### src/fckvt_pkg.sv
`timescale 1ns / 1ps
`default_nettype none

package fckvt_pkg;

  // Operation codes carried in a request.
  localparam logic [2:0] OP_INSERT = 3'd0;
  localparam logic [2:0] OP_UPDATE = 3'd1;
  localparam logic [2:0] OP_UPSERT = 3'd2;
  localparam logic [2:0] OP_ERASE  = 3'd3;
  localparam logic [2:0] OP_LOOKUP = 3'd4;
  localparam logic [2:0] OP_READ   = 3'd5;

  typedef struct packed {
    logic [2:0]  operation;
    logic [31:0] key_in;
    logic [31:0] value_in;
    logic [3:0]  slot_index;
  } req_t;

  typedef struct packed {
    logic        success;
    logic [31:0] key_out;
    logic [31:0] value_out;
    logic [4:0]  entry_count;
  } rsp_t;

endpackage

`default_nettype wire

### src/fckvt_store.sv
`timescale 1ns / 1ps
`default_nettype none

// Key and value arrays with one write port and one registered read port.
module fckvt_store #(
  parameter int DEPTH = 16,
  parameter int AW    = 4,
  parameter int KW    = 32,
  parameter int VW    = 32
) (
  input  wire logic          clk,
  input  wire logic          wr_en,
  input  wire logic [AW-1:0] wr_addr,
  input  wire logic [KW-1:0] wr_key,
  input  wire logic [VW-1:0] wr_value,
  input  wire logic          rd_en,
  input  wire logic [AW-1:0] rd_addr,
  output logic      [KW-1:0] rd_key,
  output logic      [VW-1:0] rd_value
);

  logic [KW-1:0] key_mem   [DEPTH];
  logic [VW-1:0] value_mem [DEPTH];

  always_ff @(posedge clk) begin
    if (wr_en) begin
      key_mem[wr_addr]   <= wr_key;
      value_mem[wr_addr] <= wr_value;
    end
  end

  always_ff @(posedge clk) begin
    if (rd_en) begin
      rd_key   <= key_mem[rd_addr];
      rd_value <= value_mem[rd_addr];
    end
  end

endmodule

`default_nettype wire

### src/fckvt_seq.sv
`timescale 1ns / 1ps
`default_nettype none

// Sequencer: walks the table one slot per cycle through the single read port,
// compares each stored key with the request key and writes back where the operation needs it.
module fckvt_seq #(
  parameter int CAPACITY = 16,
  parameter int KW       = 32,
  parameter int VW       = 32,
  parameter int AW       = 4,
  parameter int CW       = 5
) (
  input  wire logic             clk,
  input  wire logic             rst,
  input  wire logic             start,
  input  wire fckvt_pkg::req_t  req,
  output logic                  idle,
  output logic                  done,
  input  wire logic             out_free,
  output fckvt_pkg::rsp_t       result,
  output logic                  wr_en,
  output logic         [AW-1:0] wr_addr,
  output logic         [KW-1:0] wr_key,
  output logic         [VW-1:0] wr_value,
  output logic                  rd_en,
  output logic         [AW-1:0] rd_addr,
  input  wire logic    [KW-1:0] rd_key,
  input  wire logic    [VW-1:0] rd_value
);

  localparam int IW  = (CW > 4) ? CW : 4;
  localparam int CW5 = (CW > 5) ? CW : 5;

  localparam logic [2:0] ST_IDLE     = 3'd0;
  localparam logic [2:0] ST_SEARCH   = 3'd1;
  localparam logic [2:0] ST_ERASE_RD = 3'd2;
  localparam logic [2:0] ST_ERASE_WR = 3'd3;
  localparam logic [2:0] ST_IDX_RD   = 3'd4;
  localparam logic [2:0] ST_IDX_CAP  = 3'd5;
  localparam logic [2:0] ST_FINISH   = 3'd6;

  logic [2:0]    state, state_next;
  logic [CW-1:0] count, count_next;
  logic [2:0]    op, op_next;
  logic [KW-1:0] key_q, key_q_next;
  logic [VW-1:0] value_q, value_q_next;
  logic [3:0]    idx, idx_next;
  logic [CW-1:0] scan_addr, scan_addr_next;
  logic          pend, pend_next;
  logic [AW-1:0] pend_addr, pend_addr_next;
  logic [AW-1:0] hit_slot, hit_slot_next;
  logic          ok, ok_next;
  logic [31:0]   kout, kout_next;
  logic [31:0]   vout, vout_next;

  logic          issue;
  logic          hit;
  logic          has_room;
  logic [IW-1:0] idx_ext;
  logic [CW5-1:0] count_ext;

  assign issue     = scan_addr < count;
  assign hit       = pend && (rd_key == key_q);
  assign has_room  = count < CW'(CAPACITY);
  assign idx_ext   = IW'(idx);
  assign count_ext = CW5'(count);

  assign idle = (state == ST_IDLE);

  always_comb begin
    result.success     = ok;
    result.key_out     = kout;
    result.value_out   = vout;
    result.entry_count = count_ext[4:0];
  end

  always_comb begin
    state_next     = state;
    count_next     = count;
    op_next        = op;
    key_q_next     = key_q;
    value_q_next   = value_q;
    idx_next       = idx;
    scan_addr_next = scan_addr;
    pend_next      = pend;
    pend_addr_next = pend_addr;
    hit_slot_next  = hit_slot;
    ok_next        = ok;
    kout_next      = kout;
    vout_next      = vout;
    wr_en          = 1'b0;
    wr_addr        = pend_addr;
    wr_key         = key_q;
    wr_value       = value_q;
    rd_en          = 1'b0;
    rd_addr        = scan_addr[AW-1:0];
    done           = 1'b0;

    unique case (state)
      ST_IDLE: begin
        if (start) begin
          op_next        = req.operation;
          key_q_next     = KW'(req.key_in);
          value_q_next   = VW'(req.value_in);
          idx_next       = req.slot_index;
          scan_addr_next = '0;
          pend_next      = 1'b0;
          ok_next        = 1'b0;
          kout_next      = '0;
          vout_next      = '0;
          unique case (req.operation) inside
            fckvt_pkg::OP_INSERT, fckvt_pkg::OP_UPDATE, fckvt_pkg::OP_UPSERT,
            fckvt_pkg::OP_ERASE, fckvt_pkg::OP_LOOKUP: state_next = ST_SEARCH;
            fckvt_pkg::OP_READ:                         state_next = ST_IDX_RD;
            default:                                    state_next = ST_FINISH;
          endcase
        end
      end

      ST_SEARCH: begin
        // Read slot scan_addr while comparing the slot read in the previous cycle.
        rd_en          = issue;
        pend_next      = issue;
        pend_addr_next = scan_addr[AW-1:0];
        if (issue) begin
          scan_addr_next = scan_addr + CW'(1);
        end
        if (hit) begin
          hit_slot_next = pend_addr;
          state_next    = ST_FINISH;
          case (op) inside
            fckvt_pkg::OP_UPDATE, fckvt_pkg::OP_UPSERT: begin
              wr_en   = 1'b1;
              wr_addr = pend_addr;
              ok_next = 1'b1;
            end
            fckvt_pkg::OP_ERASE: begin
              state_next = ST_ERASE_RD;
            end
            fckvt_pkg::OP_LOOKUP: begin
              vout_next = 32'(rd_value);
              ok_next   = 1'b1;
            end
            default: begin
              ok_next = 1'b0;
            end
          endcase
        end else if (!pend && !issue) begin
          // The whole table has been compared without a match.
          state_next = ST_FINISH;
          if ((op == fckvt_pkg::OP_INSERT || op == fckvt_pkg::OP_UPSERT) && has_room) begin
            wr_en      = 1'b1;
            wr_addr    = count[AW-1:0];
            count_next = count + CW'(1);
            ok_next    = 1'b1;
          end
        end
      end

      ST_ERASE_RD: begin
        rd_en      = 1'b1;
        rd_addr    = AW'(count - CW'(1));
        state_next = ST_ERASE_WR;
      end

      ST_ERASE_WR: begin
        // Move the last pair into the freed slot.
        wr_en      = 1'b1;
        wr_addr    = hit_slot;
        wr_key     = rd_key;
        wr_value   = rd_value;
        count_next = count - CW'(1);
        ok_next    = 1'b1;
        state_next = ST_FINISH;
      end

      ST_IDX_RD: begin
        rd_addr = idx_ext[AW-1:0];
        if (idx_ext < IW'(count)) begin
          rd_en      = 1'b1;
          state_next = ST_IDX_CAP;
        end else begin
          state_next = ST_FINISH;
        end
      end

      ST_IDX_CAP: begin
        kout_next  = 32'(rd_key);
        vout_next  = 32'(rd_value);
        ok_next    = 1'b1;
        state_next = ST_FINISH;
      end

      ST_FINISH: begin
        done = 1'b1;
        if (out_free) begin
          state_next = ST_IDLE;
        end
      end

      default: begin
        state_next = ST_IDLE;
      end
    endcase
  end

  always_ff @(posedge clk) begin
    if (rst) begin
      state <= ST_IDLE;
      count <= '0;
      pend  <= 1'b0;
    end else begin
      state <= state_next;
      count <= count_next;
      pend  <= pend_next;
    end
  end

  always_ff @(posedge clk) begin
    op        <= op_next;
    key_q     <= key_q_next;
    value_q   <= value_q_next;
    idx       <= idx_next;
    scan_addr <= scan_addr_next;
    pend_addr <= pend_addr_next;
    hit_slot  <= hit_slot_next;
    ok        <= ok_next;
    kout      <= kout_next;
    vout      <= vout_next;
  end

  a_count_bound : assert property (@(posedge clk) disable iff (rst)
    count <= CW'(CAPACITY))
    else $error("pair count exceeds capacity");

  a_count_source : assert property (@(posedge clk) disable iff (rst)
    (!$past(rst) && count != $past(count)) |->
      ($past(state) == ST_SEARCH || $past(state) == ST_ERASE_WR))
    else $error("pair count changed outside a write-back state");

  a_write_state : assert property (@(posedge clk) disable iff (rst)
    wr_en |-> (state == ST_SEARCH || state == ST_ERASE_WR))
    else $error("table written outside a write-back state");

  a_finish_release : assert property (@(posedge clk) disable iff (rst)
    (done && out_free) |=> (state == ST_IDLE))
    else $error("sequencer did not return to idle after handing over a result");

endmodule

`default_nettype wire

### src/fixed_capacity_key_value_table_top.sv
`timescale 1ns / 1ps
`default_nettype none

// Fixed-capacity key/value table. Up to CAPACITY pairs are held densely in
// slots 0 to count-1 of a memory with one write and one read port, and the
// requests insert, update, insert-or-update, erase (the last pair is moved
// into the freed slot) and lookup are served by a linear search, while
// read-by-index reads its slot directly. Each request answers with one
// response that also carries the entry count after the operation. The
// block works on one request at a time. The search reads one slot per cycle
// through the memory's only read port: a request is started, the table is
// scanned with the registered read and the result is handed over; an erase
// that hits also fetches and writes back the last pair, and read-by-index
// reads its slot only when the slot is held. The memory is not cleared at
// reset; only slots below the entry count are ever read. A finished response
// waits in an output register, so a new request may be taken while the
// previous response is still stalled.
module fixed_capacity_key_value_table_top #(
  parameter int CAPACITY   = 16,
  parameter int KEY_BITS   = 32,
  parameter int VALUE_BITS = 32
) (
  input  wire logic             clk,
  input  wire logic             rst,
  input  wire logic             req_valid,
  output logic                  req_stall,
  input  wire fckvt_pkg::req_t  req_data,
  output logic                  rsp_valid,
  input  wire logic             rsp_stall,
  output fckvt_pkg::rsp_t       rsp_data
);

  // Address width for the slots, and count width able to hold CAPACITY itself.
  localparam int AW = (CAPACITY > 1) ? $clog2(CAPACITY) : 1;
  localparam int CW = $clog2(CAPACITY + 1);

  logic                  idle;
  logic                  start;
  logic                  done;
  logic                  out_free;
  fckvt_pkg::rsp_t       result;
  logic                  wr_en;
  logic [AW-1:0]         wr_addr;
  logic [KEY_BITS-1:0]   wr_key;
  logic [VALUE_BITS-1:0] wr_value;
  logic                  rd_en;
  logic [AW-1:0]         rd_addr;
  logic [KEY_BITS-1:0]   rd_key;
  logic [VALUE_BITS-1:0] rd_value;

  // A request is taken only while the sequencer is idle.
  assign req_stall = !idle;
  assign start     = req_valid && idle;

  // The output register can take a new response when it is empty or its
  // current response leaves at this edge.
  assign out_free = !rsp_valid || !rsp_stall;

  fckvt_seq #(
    .CAPACITY (CAPACITY),
    .KW       (KEY_BITS),
    .VW       (VALUE_BITS),
    .AW       (AW),
    .CW       (CW)
  ) u_seq (
    .clk      (clk),
    .rst      (rst),
    .start    (start),
    .req      (req_data),
    .idle     (idle),
    .done     (done),
    .out_free (out_free),
    .result   (result),
    .wr_en    (wr_en),
    .wr_addr  (wr_addr),
    .wr_key   (wr_key),
    .wr_value (wr_value),
    .rd_en    (rd_en),
    .rd_addr  (rd_addr),
    .rd_key   (rd_key),
    .rd_value (rd_value)
  );

  fckvt_store #(
    .DEPTH (CAPACITY),
    .AW    (AW),
    .KW    (KEY_BITS),
    .VW    (VALUE_BITS)
  ) u_store (
    .clk      (clk),
    .wr_en    (wr_en),
    .wr_addr  (wr_addr),
    .wr_key   (wr_key),
    .wr_value (wr_value),
    .rd_en    (rd_en),
    .rd_addr  (rd_addr),
    .rd_key   (rd_key),
    .rd_value (rd_value)
  );

  // Response register: loaded when the sequencer finishes and there is room,
  // emptied when the receiver takes the response.
  always_ff @(posedge clk) begin
    if (rst) begin
      rsp_valid <= 1'b0;
    end else if (done && out_free) begin
      rsp_valid <= 1'b1;
    end else if (!rsp_stall) begin
      rsp_valid <= 1'b0;
    end
  end

  always_ff @(posedge clk) begin
    if (done && out_free) begin
      rsp_data <= result;
    end
  end

endmodule

`default_nettype wire
### config.mk
export PLATFORM = sky130hd
export DESIGN_NAME = fixed_capacity_key_value_table_top
export DESIGN_NICKNAME = d
export VERILOG_FILES = /design/src/fckvt_pkg.sv /design/src/fckvt_store.sv /design/src/fckvt_seq.sv /design/src/fixed_capacity_key_value_table_top.sv
export SDC_FILE = /design/constraint.sdc
export NUM_CORES = 2
export LEC_CHECK = 0
export BUFFER_PORTS_ARGS = -buffer_cell sky130_fd_sc_hd__buf_2
export CORE_MARGIN = 1.5
export CORE_UTILIZATION = 50
export CTS_CLUSTER_SIZE = 25
export DETAILED_ROUTE_END_ITERATION = 8
export GPL_ROUTABILITY_DRIVEN = 0
export GPL_TIMING_DRIVEN = 0
export HOLD_SLACK_MARGIN = 0.15
export PLACE_DENSITY = 0.69
export SYNTH_ARGS = -nofsm -noshare
export SYNTH_HDL_FRONTEND = slang
export SYNTH_SLANG_ARGS = --single-unit
### constraint.sdc
create_clock -name clk -period 9.2 [get_ports clk]
set_input_delay 0.92 -clock clk [delete_from_list [all_inputs] [get_ports clk]]
set_output_delay 0.92 -clock clk [all_outputs]
set_load 0.01 [all_outputs]
==> results.toml <==
[power_and_ir_drop]
powerDensity_nw_per_um2 = 368.5
p_leak_nw = 20.31
p_total_mw = 21.63
ir_drop_mv = 0.2365

[floorplanning]
coreArea_sq_um = 100000
fp.dieW_microns = 320.6
initial_utilization = 0.5042
die_h_microns = 320.6
dieArea_sq_um = 102800
fp-row-count = 116
io_pins = 147

[clock_network]
cts.sinks = 1317
numCtsBuffers = 132
cts.clk_slew.worst_paths_ps = 70
cts_resized = 0
htree_num_levels = 4
holdBufCountCts = 0
cts_tree = "done"
cts_setup_buffers = 0
cts_root_buffer = "clkbuf_16"
cts_max_path_buffers = 3
worstSkewPairLatency_ps = 750

[placement]
io_buffers = 145
placed_area_sq_um = 54540
hpwl_microns = 89630
dp_slack_ps = 4046

[synthesis]
netlist_area_sq_um = 50420
synth_area_leader_cell = "edfxtp_1"
synth_top_area_frac = 0.7784
avgSynthCellArea_sq_um = 16.66
synth_edf_count = 1307
yosys_warnings = 0
synth.distinct_cells = 68
synth_nets = 3111
synthTopCellsByCount = "edfxtp_1, nand2_1, mux2i_1"
ys_ff_latch = 1317
postSynthCellCount = 3026
ys_async_sr_fraction = 0
synth_ff_type = "edfxtp_1"
ys_seq_area_frac = 0.7824
yosys-top-cells-area = "edfxtp_1, mux2i_1, nand2_1, a32oi_1, and4_1"
yosysMostFrequentCell = "edfxtp_1"

[setup_path]
crit_buf_inv = 4
cp_common_cell = "nand4_1"
crit_chain = "xnor2_1 > nand4_1 > nor3_1 > nand4_1 > nand2_1 > nand4_1 > nor4_2 > buf_4 > buf_6 > buf_4 > buf_6"
cpPeakStageDelay_ps = 1020
cp.required_ps = 9630
path_class = "reg2reg"
cp_top_family = "simple AND/OR/NAND/NOR gates"
arrival_ps = 5690
cp_max_fo = 8
start_kind = "register"
critical-path-slowest-cell = "nor4_2"
end_kind = "register"

[timing]
finalSetupTns_ps = 0
setup_viol = 0
slew_violations = 0
fin_hold_ws_ps = 346.6
fin_skew_ps = 32.50
hold_viol = 0
tightestPinTransition_ps = 1232
rsz0062_at_grt = "no"
clock.fmax_ghz = 0.1902
fin_crit_ps = 5258
period_share = 0.5715
final.setup.worst_slack_ps = 3942
maxSlewHeadroom = 0.1766

[drt]
ant_nets = 0
vias = 29510
vias_per_cell = 6.056
post-route-drc-count = 0
post_drt_wl_per_cell_microns = 27.47
initialDrtViolationCount = 4026
drt_pre_antenna_iters = 6
wl_microns = 133900

[global_route]
grt_util_all_layers = 0.2579
antenna_found_initial = 3
grt_max_degree = 39
grt_pass1_wl_microns = 189500
grt_pass1_vias = 28050
grt_overflow = 0

[layout]
finalInstanceArea_sq_um = 58710
area_growth_pct = 16.43
drive_gt1_frac = 0.1813
nNetsFinal = 3558
multi_input_area_sq_um = 10260
nFillCells = 7217
antenna_cells = 0
regArea_sq_um = 39450

[flow_run]
drv_cap = 0

[worst_hold_path]
hp-class = "in2reg"

[status]
outcome = "complete, no violations"
## final cells by class
type	instances	share of cell area
Clock inverter	83	0.01343
Clock buffer	153	0.05761
Timing Repair Buffer	313	0.04026
Sequential cell	1317	0.6720
Inverter	15	0.001002
Tap cell	1298	0.02766
Multi-Input combinational cell	1526	0.1747
Buffer	168	0.01336
## metrics by stage
| step | utilization | instances |
|---|---|---|
| after detailed placement | 0.5454 | 4637 |
| after CTS | 0.5871 | 4873 |
| after floorplan | - | 3026 |
| final | 0.5871 | 4873 |
| after global routing | 0.5871 | 4873 |
| after global placement | 0.5277 | 4469 |
## final timing paths
kind / endpoint / from / slack [ps] / cells past startpoint
max: u_store.key_mem[10][27]$_DFFE_PP_ / u_store.rd_key[3]$_DFFE_PP_ / 3940 / 11
min: u_seq.value_q[14]$_DFFE_PP_ / req_data[18] / 350 / 1
max reg2reg: u_store.key_mem[10][27]$_DFFE_PP_ / u_store.rd_key[3]$_DFFE_PP_ / 3940 / 11
min reg2reg: rsp_data[16]$_DFFE_PP_ / u_seq.vout[11]$_SDFFCE_PN0P_ / 390 / 0
## cell usage in the layout, fill, tap and decap left out, types with 64 or more instances in the layout
| cell type | netlist | layout |
|---|---|---|
| edfxtp_1 | 1307 | 1307 |
| and3_1 | 65 | 65 |
| nand2_1 | 627 | 627 |
| buf_4 | 22 | 114 |
| a32oi_1 | 257 | 257 |
| buf_2 | 45 | 190 |
| clkbuf_16 | 0 | 132 |
| mux2i_1 | 258 | 258 |
| clkbuf_1 | 91 | 112 |
| and4_1 | 64 | 64 |
| buf_6 | 1 | 64 |
## kinds of logic after synthesis
group,after synthesis,synth area share
AOI/OAI and AO/OA,323,0.05462
xor gates and xnor gates,42,0.007295
adders and majority gates,10,0.002481
buffers and inverters,183,0.01668
DFF,1317,0.7824
muxes,293,0.05903
and+or+nand+nor,858,0.07755
## report_power, final
part | total (mW) | leakage [nW] | switching, mW | internal (mW)
Sequential | 8.48 | 11.9 | 0.398 | 8.08
Combinational | 7.92 | 6.33 | 5.54 | 2.38
Clock | 5.23 | 2.03 | 2.25 | 2.98
Total | 21.6 | 20.3 | 8.19 | 13.4
## metal layers
| metal | track usage | share of wire | vias to the layer above |
|---|---|---|---|
| met4 | 0.08394 | 0.027 | 2 |
| met5 | 0 | 0.000052 | - |
| met2 | 0.4016 | 0.46 | 1779 |
| met1 | 0.3626 | 0.40 | 14720 |
| met3 | 0.05727 | 0.11 | 253 |
| li1 | - | - | 12760 |
## flip-flops by register name, summed over array words and instances (netlist names)
signal / flops
u_seq.value_q: 32
u_store.rd_value: 32
u_store.rd_key: 32
u_seq.pend_addr: 4
rsp_valid: 1
u_seq.scan_addr: 5
u_store.key_mem: 512
u_seq.state: 3
u_seq.count: 5
u_seq.hit_slot: 4
u_seq.idx: 4
u_store.value_mem: 512
u_seq.op: 3
u_seq.vout: 32
rsp_data: 70
u_seq.pend: 1
u_seq.key_q: 32
u_seq.kout: 32
u_seq.ok: 1
Note: power is estimated with default switching activity, not from simulation.
